[config.mk]
export PLATFORM = sky130hd
export DESIGN_NAME = internet_checksum_pseudo_header_top
export DESIGN_NICKNAME = d
export VERILOG_FILES = /design/src/hw/rtl/icph_pkg.sv /design/src/hw/rtl/icph_front.sv /design/src/hw/rtl/icph_queue.sv /design/src/hw/rtl/icph_back.sv /design/src/hw/rtl/internet_checksum_pseudo_header_top.sv
export VERILOG_INCLUDE_DIRS = /design/src /design/src/hw/rtl
export SDC_FILE = /design/constraint.sdc
export NUM_CORES = 1
export LEC_CHECK = 0
export ABC_CLOCK_PERIOD_IN_PS = 5850
export BUFFER_PORTS_ARGS = -buffer_cell sky130_fd_sc_hd__buf_2
export CAP_MARGIN = 20
export CORE_MARGIN = 2
export CORE_UTILIZATION = 55
export DETAILED_ROUTE_END_ITERATION = 10
export GPL_ROUTABILITY_DRIVEN = 1
export PLACE_DENSITY = 0.75
export REMOVE_ABC_BUFFERS = 1
export SLEW_MARGIN = 30
export SYNTH_ARGS = -nofsm -noshare
export SYNTH_HDL_FRONTEND = slang
export SYNTH_HIERARCHICAL = 1
export SYNTH_SLANG_ARGS = --single-unit
[constraint.sdc]
create_clock -name aclk -period 5.85 [get_ports aclk]
set_input_delay 0.585 -clock aclk [delete_from_list [all_inputs] [get_ports aclk]]
set_output_delay 0.585 -clock aclk [all_outputs]
set_load 0.01 [all_outputs]
[src/hw/rtl/internet_checksum_pseudo_header_top_defines.svh]
// ============================================================================
// internet_checksum_pseudo_header_top_defines.svh
// Assertion macros shared by the checksum block.
// ============================================================================
`ifndef INTERNET_CHECKSUM_PSEUDO_HEADER_TOP_DEFINES_SVH
`define INTERNET_CHECKSUM_PSEUDO_HEADER_TOP_DEFINES_SVH

// Same-cycle implication, disabled during reset.
`define ICPH_ASSERT_NOW(label, clk, rstn, ante, cons) \
    label: assert property (@(posedge clk) disable iff (!(rstn)) (ante) |-> (cons)) \
        else $error("icph: same-cycle check failed");

// Next-cycle implication, disabled during reset.
`define ICPH_ASSERT_NEXT(label, clk, rstn, ante, cons) \
    label: assert property (@(posedge clk) disable iff (!(rstn)) (ante) |=> (cons)) \
        else $error("icph: next-cycle check failed");

`endif

[src/hw/rtl/icph_pkg.sv]
// ============================================================================
// icph_pkg
// Types and constants of the internet checksum block.
// ============================================================================
`default_nettype none

package icph_pkg;

    localparam int WordW  = 16;
    localparam int ProtoW = 8;
    localparam int AddrW  = 32;

    // stream payload widths
    localparam int STDataW = WordW + ProtoW + 2 * AddrW;   // 88 bits, whole bytes
    localparam int MTDataW = WordW;

    // job queue between accumulator and finisher; depth is a power of two
    localparam int QDepth = 4;
    localparam int QPtrW  = $clog2(QDepth);
    localparam int QCntW  = $clog2(QDepth + 1);

    // seven 16-bit terms summed before folding
    localparam int NumTerms = 7;
    localparam int RawW     = WordW + $clog2(NumTerms);

    localparam logic [WordW-1:0] HighByteMask = 16'hFF00;

    // one finished packet waiting for the pseudo-header and fold
    typedef struct packed {
        logic [WordW-1:0]  sum;
        logic [WordW-1:0]  byte_count;
        logic [ProtoW-1:0] protocol;
        logic [AddrW-1:0]  source_address;
        logic [AddrW-1:0]  dest_address;
    } job_t;

    typedef struct packed {
        logic             full;
        logic             empty;
        logic [QCntW-1:0] count;
    } queue_status_t;

    // 16-bit ones-complement add with end-around carry
    function automatic logic [WordW-1:0] oc_add(input logic [WordW-1:0] a,
                                                input logic [WordW-1:0] b);
        logic [WordW:0] s;
        s = {1'b0, a} + {1'b0, b};
        return s[WordW-1:0] + {{(WordW-1){1'b0}}, s[WordW]};
    endfunction

endpackage

`default_nettype wire

[src/hw/rtl/icph_front.sv]
// ============================================================================
// icph_front
// Accumulates packet words and byte count; hands finished packets to the queue.
// ============================================================================
`default_nettype none

module icph_front (
    input  wire logic                           aclk,
    input  wire logic                           aresetn,
    input  wire logic                           accept,
    input  wire logic [icph_pkg::WordW-1:0]     data_word,
    input  wire logic                           single_byte,
    input  wire logic                           last,
    input  wire logic [icph_pkg::ProtoW-1:0]    protocol,
    input  wire logic [icph_pkg::AddrW-1:0]     source_address,
    input  wire logic [icph_pkg::AddrW-1:0]     dest_address,
    output logic                                push,
    output icph_pkg::job_t                      job,
    output logic                                acc_clear
);

    logic [icph_pkg::WordW-1:0] sum_reg, sum_next;
    logic [icph_pkg::WordW-1:0] count_reg, count_next;
    logic [icph_pkg::WordW-1:0] word;
    logic [icph_pkg::WordW-1:0] sum_upd;
    logic [icph_pkg::WordW-1:0] count_upd;

    always_comb begin
        // a lone final byte is the high byte, low byte zero
        if (last && single_byte) begin
            word      = data_word & icph_pkg::HighByteMask;
            count_upd = count_reg + icph_pkg::WordW'(1);
        end else begin
            word      = data_word;
            count_upd = count_reg + icph_pkg::WordW'(2);
        end
        sum_upd = icph_pkg::oc_add(sum_reg, word);

        sum_next   = sum_reg;
        count_next = count_reg;
        if (accept) begin
            sum_next   = last ? '0 : sum_upd;
            count_next = last ? '0 : count_upd;
        end
    end

    always_ff @(posedge aclk) begin
        if (!aresetn) begin
            sum_reg   <= '0;
            count_reg <= '0;
        end else begin
            sum_reg   <= sum_next;
            count_reg <= count_next;
        end
    end

    assign push                = accept && last;
    assign job.sum             = sum_upd;
    assign job.byte_count      = count_upd;
    assign job.protocol        = protocol;
    assign job.source_address  = source_address;
    assign job.dest_address    = dest_address;
    assign acc_clear           = (sum_reg == '0) && (count_reg == '0);

endmodule

`default_nettype wire

[src/hw/rtl/icph_queue.sv]
// ============================================================================
// icph_queue
// Small FIFO of finished packet jobs.
// ============================================================================
`default_nettype none

module icph_queue (
    input  wire logic                   aclk,
    input  wire logic                   aresetn,
    input  wire logic                   push,
    input  wire icph_pkg::job_t         push_job,
    input  wire logic                   pop,
    output icph_pkg::job_t              head_job,
    output icph_pkg::queue_status_t     status
);

    icph_pkg::job_t mem [icph_pkg::QDepth];

    logic [icph_pkg::QPtrW-1:0] wr_ptr_reg, wr_ptr_next;
    logic [icph_pkg::QPtrW-1:0] rd_ptr_reg, rd_ptr_next;
    logic [icph_pkg::QCntW-1:0] count_reg, count_next;
    logic                       do_push;
    logic                       do_pop;

    assign status.full  = (count_reg == icph_pkg::QCntW'(icph_pkg::QDepth));
    assign status.empty = (count_reg == '0);
    assign status.count = count_reg;

    assign do_push = push && !status.full;
    assign do_pop  = pop && !status.empty;

    always_comb begin
        // pointers wrap naturally: depth is a power of two
        wr_ptr_next = do_push ? wr_ptr_reg + icph_pkg::QPtrW'(1) : wr_ptr_reg;
        rd_ptr_next = do_pop  ? rd_ptr_reg + icph_pkg::QPtrW'(1) : rd_ptr_reg;
        count_next  = count_reg;
        if (do_push && !do_pop) begin
            count_next = count_reg + icph_pkg::QCntW'(1);
        end else if (do_pop && !do_push) begin
            count_next = count_reg - icph_pkg::QCntW'(1);
        end
    end

    always_ff @(posedge aclk) begin
        if (do_push) begin
            mem[wr_ptr_reg] <= push_job;
        end
    end

    always_ff @(posedge aclk) begin
        if (!aresetn) begin
            wr_ptr_reg <= '0;
            rd_ptr_reg <= '0;
            count_reg  <= '0;
        end else begin
            wr_ptr_reg <= wr_ptr_next;
            rd_ptr_reg <= rd_ptr_next;
            count_reg  <= count_next;
        end
    end

    assign head_job = mem[rd_ptr_reg];

endmodule

`default_nettype wire

[src/hw/rtl/icph_back.sv]
// ============================================================================
// icph_back
// Adds the pseudo-header, folds carries, inverts and drives the result.
// ============================================================================
`default_nettype none

module icph_back (
    input  wire logic                           aclk,
    input  wire logic                           aresetn,
    input  wire logic                           head_valid,
    input  wire icph_pkg::job_t                 head_job,
    output logic                                pop,
    output logic                                m_tvalid,
    input  wire logic                           m_tready,
    output logic [icph_pkg::MTDataW-1:0]        m_tdata
);

    localparam int RawW  = icph_pkg::RawW;
    localparam int WordW = icph_pkg::WordW;

    logic                   s1_valid_reg, s1_valid_next;
    logic [RawW-1:0]        s1_raw_reg;
    logic                   out_valid_reg, out_valid_next;
    logic [WordW-1:0]       out_data_reg;

    logic                   out_load;
    logic                   s1_load;
    logic                   use_ph;
    logic [RawW-1:0]        raw;
    logic [WordW:0]         fold1;
    logic [WordW-1:0]       fold2;

    // stage 1: wide sum of packet sum and pseudo-header terms
    always_comb begin
        use_ph = (head_job.protocol != '0);
        raw = RawW'(head_job.sum) + RawW'(head_job.protocol);
        if (use_ph) begin
            raw = raw
                + RawW'(head_job.source_address[31:16])
                + RawW'(head_job.source_address[15:0])
                + RawW'(head_job.dest_address[31:16])
                + RawW'(head_job.dest_address[15:0])
                + RawW'(head_job.byte_count);
        end
    end

    // stage 2: two end-around folds bring the total to 16 bits
    always_comb begin
        fold1 = (WordW+1)'(s1_raw_reg[WordW-1:0])
              + (WordW+1)'(s1_raw_reg[RawW-1:WordW]);
        fold2 = fold1[WordW-1:0] + WordW'(fold1[WordW]);
    end

    assign out_load = !out_valid_reg || m_tready;
    assign s1_load  = !s1_valid_reg || out_load;
    assign pop      = s1_load && head_valid;

    always_comb begin
        s1_valid_next  = s1_load  ? head_valid   : s1_valid_reg;
        out_valid_next = out_load ? s1_valid_reg : out_valid_reg;
    end

    always_ff @(posedge aclk) begin
        if (s1_load) begin
            s1_raw_reg <= raw;
        end
        if (out_load) begin
            out_data_reg <= ~fold2;
        end
    end

    always_ff @(posedge aclk) begin
        if (!aresetn) begin
            s1_valid_reg  <= 1'b0;
            out_valid_reg <= 1'b0;
        end else begin
            s1_valid_reg  <= s1_valid_next;
            out_valid_reg <= out_valid_next;
        end
    end

    assign m_tvalid = out_valid_reg;
    assign m_tdata  = out_data_reg;

endmodule

`default_nettype wire

[src/hw/rtl/internet_checksum_pseudo_header_top.sv]
// ============================================================================
// internet_checksum_pseudo_header_top
// RFC 1071 internet checksum over a word stream, with IPv4 pseudo-header.
// ============================================================================
//
//  channel | dir | handshake            | payload
//  --------+-----+----------------------+-----------------------------------
//  s_      | in  | s_tvalid / s_tready  | s_tdata, s_tuser, s_tlast
//  m_      | out | m_tvalid / m_tready  | m_tdata (one item per packet)
//
//  One input item per clock while the job queue has room. The accumulator folds
//  each word into the running sum in the cycle it is accepted; after the last
//  item the checksum passes queue write, wide pseudo-header add and fold.
//  Reset (aresetn low, synchronous) clears sums, counts, queue and valids.
//  A stalled m_ side backs up the output stage, the add stage and a four-entry
//  job queue; s_tready drops only when that queue is full.
//
`default_nettype none

`include "internet_checksum_pseudo_header_top_defines.svh"

module internet_checksum_pseudo_header_top (
    input  wire logic                           aclk,
    input  wire logic                           aresetn,
    input  wire logic                           s_tvalid,
    output logic                                s_tready,
    // s_tdata, from bit 0: data_word[15:0], protocol[23:16],
    //                      source_address[55:24], dest_address[87:56]
    input  wire logic [icph_pkg::STDataW-1:0]   s_tdata,
    // s_tuser: single_byte
    input  wire logic                           s_tuser,
    input  wire logic                           s_tlast,
    output logic                                m_tvalid,
    input  wire logic                           m_tready,
    // m_tdata, from bit 0: checksum[15:0]
    output logic [icph_pkg::MTDataW-1:0]        m_tdata
);

    logic                       s_accept;
    logic                       push;
    logic                       pop;
    logic                       acc_clear;
    icph_pkg::job_t             push_job;
    icph_pkg::job_t             head_job;
    icph_pkg::queue_status_t    q_status;

    // the front can always take a word; only the job queue can push back
    assign s_tready = !q_status.full;
    assign s_accept = s_tvalid && s_tready;

    icph_front u_front (
        .aclk           (aclk),
        .aresetn        (aresetn),
        .accept         (s_accept),
        .data_word      (s_tdata[15:0]),
        .single_byte    (s_tuser),
        .last           (s_tlast),
        .protocol       (s_tdata[23:16]),
        .source_address (s_tdata[55:24]),
        .dest_address   (s_tdata[87:56]),
        .push           (push),
        .job            (push_job),
        .acc_clear      (acc_clear)
    );

    icph_queue u_queue (
        .aclk     (aclk),
        .aresetn  (aresetn),
        .push     (push),
        .push_job (push_job),
        .pop      (pop),
        .head_job (head_job),
        .status   (q_status)
    );

    icph_back u_back (
        .aclk       (aclk),
        .aresetn    (aresetn),
        .head_valid (!q_status.empty),
        .head_job   (head_job),
        .pop        (pop),
        .m_tvalid   (m_tvalid),
        .m_tready   (m_tready),
        .m_tdata    (m_tdata)
    );

    // ---- assertions ---------------------------------------------------------

    // a packet end leaves the accumulator cleared for the next packet
    `ICPH_ASSERT_NEXT(a_acc_cleared, aclk, aresetn, s_accept && s_tlast, acc_clear)

    // a packet end always lands in the queue
    `ICPH_ASSERT_NEXT(a_job_queued, aclk, aresetn, s_accept && s_tlast && !pop,
                      q_status.count == $past(q_status.count) + icph_pkg::QCntW'(1))

    // the back end never pops an empty queue
    `ICPH_ASSERT_NOW(a_no_empty_pop, aclk, aresetn, pop, !q_status.empty)

    // input stalls only when the queue is really full
    `ICPH_ASSERT_NOW(a_stall_full, aclk, aresetn, !s_tready,
                     q_status.count == icph_pkg::QCntW'(icph_pkg::QDepth))

endmodule

`default_nettype wire

# Word level (Yosys, flattened, before mapping)
# Memories as Yosys holds them, arrays and structs flattened. A register that Yosys moved wholly into a read port is not among the register bits.
# Cells that the tools add are included.
[totals] register_bits=76 ramBits=416 inputBits=94 out_inout_bits=18 word_cells=58 memories=1
[mem_list] name="u_queue.mem" depth=4 width=104 rd=1 rd_clocked_by_memory_dff=1 write_ports=1 line="icph_queue.sv:17" rtl="icph_pkg::job_t mem [icph_pkg::QDepth];"
[classes] addsub=16 n_eq_ne=1 mux=11 bitwise=1 n_reduce_logical=19
[ops] op="19-bit by 16-bit adder with 19-bit output" n=5
[ops] op="16-bit 2-to-1 mux" n=3
[ops] op="16-bit by 1-bit adder with 16-bit output" n=2
[ops] op="19-bit 2-to-1 mux" n=1
[ops] op="16-bit by 16-bit adder with 17-bit output" n=1
[ops] op="16-bit by 3-bit adder with 17-bit output" n=1
[ops] op="16-bit by 8-bit adder with 17-bit output" n=1
[ops] op="16-bit by 1-bit adder with 16-bit output, second input constant" n=1
[ops] op="16-bit by 2-bit adder with 16-bit output, second input constant" n=1
[ops] op="16-bit inverter" n=1
[ops] op="1-bit logical AND" n=8
[ops] op="8-bit 2-to-1 mux" n=1
[ops] op="8-bit nonzero test" n=1
[ops] op="1-bit zero test" n=6
[ops] op="3-bit 2-to-1 mux" n=2
[ops] op="2-bit by 1-bit adder with 2-bit output, second input constant" n=2
[ops] op="2-bit 2-to-1 mux" n=2
[ops] op="3-bit by 1-bit adder with 3-bit output, second input constant" n=1
[ops] op="3-bit equality test, second input constant" n=1
[ops] op="3-bit zero test" n=1
[ops] op="3-bit by 1-bit subtractor with 3-bit output, second input constant" n=1
[ops] op="1-bit logical OR" n=2
[ops] op="1-bit 2-to-1 mux" n=2
[ops] op="2-bit nonzero test" n=1

# Depth between registers and ports, before layout
[logic_depth] ltp_word=9 mapped_depth=26 ltp_nobuf=22

# Cells and area by module
# The synthesis kept the hierarchy.
[modules_own_cells] module="icph_queue" n_inst=1 cells_each=592 area_per_inst_um2=15496.1 seq_area_each_um2=12672.2
[modules_own_cells] module="icph_back" n_inst=1 cells_each=510 area_per_inst_um2=4952.2 seq_area_each_um2=1091.0
[modules_own_cells] module="icph_front" n_inst=1 cells_each=435 area_per_inst_um2=3523.4 seq_area_each_um2=640.6
[modules_own_cells] module="internet_checksum_pseudo_header_top" n_inst=1 cells_each=3 area_per_inst_um2=13.8 seq_area_each_um2=0.0

# Least setup slack after synthesis
# OpenSTA, ideal clock, no wires.
[synth_timing] path_type="flip-flop to flip-flop" startpoint="register (tool-made name)" endpoint="register u_back.s1_raw_reg[17], data pin" setup_ps=271 arrival_ps=5624 t_required_ps=5579 path_slack_ps=-44 stages_incl_launch_ff=27 path_buffers=4 synth_period_minus_slack_ps=5894 path_cell_list="dfxtp_1 clkbuf_1 buf_2 buf_2 mux4_2 ha_1 inv_1 fa_1 nor2b_1 o21a_1 o21ai_0 a21oi_1 nand3_1 xor2_1 fa_1 fa_1 fa_1 inv_1 ha_1 clkbuf_1 a21o_1 a21oi_1 nor2b_1 a2111oi_0 a21boi_0 xor2_1 a21oi_1"
[synth_lines] element="end signal: assignment" line="icph_back.sv:65" rtl="s1_raw_reg <= raw;"
[synth_lines] element="end: declaration" line="icph_back.sv:22" rtl="logic [RawW-1:0] s1_raw_reg;"

==> reports/results.ini <==
[layout]
final_common_cell = edfxtp_1
fin_area_sq_mm = 0.0268
post-route-util_pct = 62.3
mostFrequentLayoutCells = 451 x edfxtp_1, 126 x inv_1, 111 x buf_2, 104 x mux4_2, 70 x buf_4
multi_input_area_sq_mm = 0.00849
drive_above_1_share_pct = 26.8
seq_area_sq_mm = 0.0144
fill_cells = 3107
final_cells = 2263
syn_to_final_growth_pct = 12.0
largest_reg_flops = 416
nNetsFinal = 1862

[timing]
fin_crit_ns = 5.75
hold_viol = 0
fin_ws_ns = 0.104
fin_crit_sh_pct = 98.2
slew_headroom_pct = 27.7
worst_pin_slew_ns = 1.07
finClkSkew_ns = 0.0238
setup_viol = 0
fmax_mhz = 174
slew_viol_final = 0
rsz0062_at_grt = true

[setup_path]
startpoint_type = flop
cp_slowest_stage_delay_ns = 0.55
cp_slowest_cell = mux4_2
cp_common_cell = fa_1
cp_top_family = adder cells
arrival_ns = 6.02
required_ns = 6.12
critPathCaptureType = flop
path_class = reg2reg
critPathMaxFanout = 8
crit_buf_inv = 3
crit_chain = buf_4, mux4_2, ha_4, nor2b_1, o21a_1, o21ai_2, a21oi_2, buf_6, nand3_2, xor2_4, fa_1, fa_1, fa_1, inv_1, ha_4, a21o_1, a21o_1, a221o_1, a31oi_1, xor2_1, mux2i_1

[clock_network]
htree_num_levels = 2
cts.sinks = 494
clk_pin_slew_ns = 0.06
cts_tree = done
cts_max_path_buffers = 3
clock_latency_ns = 0.57
cts_root_buf = clkbuf_16
cts_buffers = 48

[yosys]
synth_area_sq_mm = 0.0239
ys_warn_count = 6
synthCells = 1529
avgSynthCellArea_sq_um = 15.6

[grt]
grt_usage_pct = 20.7
grt_pass1_vias = 13100
grt_max_degree = 105
busiest_layer = met2
grt_util_met2_pct = 35.5
use_met1_pct = 28.1
gr-usage-met3_pct = 2.73
antenna_found_initial = 2
grt_pass1_wl_microns = 71100
grt_overflow_total = 0

[place]
gp_congestion = 0.830
place_area_sq_mm = 0.0249
dp_cells = 2165
pre_cts_ws_ns = -0.172
portBuffers = 111
dp_hpwl_microns = 30300

[route]
routed_wl_microns = 45400
vias = 12600
avgRoutedWirePerCell_microns = 20.1
drtPass1Iterations = 5
antenna_left = 0
vias_per_cell = 5.57
drc = 0
drt_iter0_drc = 976

[die]
die_h_microns = 213
fp.dieArea_sq_mm = 0.0452
dieWidth_microns = 213
rows = 76
initial_core_util_pct = 55.6
pin_count = 112
fp.coreArea_sq_mm = 0.0430

[hold_path]
hold_path.class = in2reg

[run]
maxCapViolations = 0

[outcome]
outcome = finished, final reports clean

## stage by stage
| stage | hold slack [ns] | TNS (ns) |
|---|---|---|
| floorplan | 0.463 | -57.01 |
| detailed placement | 0.488 | -0.398 |
| CTS | 0.207 | 0 |
| global route | 0.220 | -0.350 |
| global placement | 0.486 | -0.0859 |
| finish | 0.230 | 0 |
## final timing paths
kind	start	to	slack (ns)	cells after the start
worst max-delay path	flop	u_back/s1_raw_reg[15]	0.10	21
worst min-delay path	s_tdata[79]	u_queue/mem[0][23]	0.23	1
worst max register to register	flop	u_back/s1_raw_reg[15]	0.10	21
worst min register to register	u_queue/wr_ptr_reg[0]	u_queue/wr_ptr_reg[0]	0.51	2
## layout make-up
| type | instances | area share, % |
|---|---|---|
| sequential | 494 | 53.8 |
| multi-input combinational | 782 | 31.7 |
| clock buffer | 66 | 4.97 |
| timing repair buffer | 189 | 4.47 |
| tap | 585 | 2.73 |
| inverter | 128 | 1.79 |
| clock inverter | 17 | 0.542 |
| antenna | 2 | 0.0187 |
## routing by layer
layer,vias to the layer above,share of wire (%)
li1,5850,-
met1,6399,43
met2,297,51
met3,67,4.0
met4,0,2.2
met5,-,0
## what timing repair did
item / 4_1_cts / 5_1_grt
pin swaps: 1 / 23
setup endpoints to repair: 7 / 11
gates resized for setup: 8 / 48
hold buffers: 0 / 0
buffers inserted: 2 / 11
Power is not shown: default switching activity piles up to over one toggle a cycle in this logic, so the estimate is an artifact.
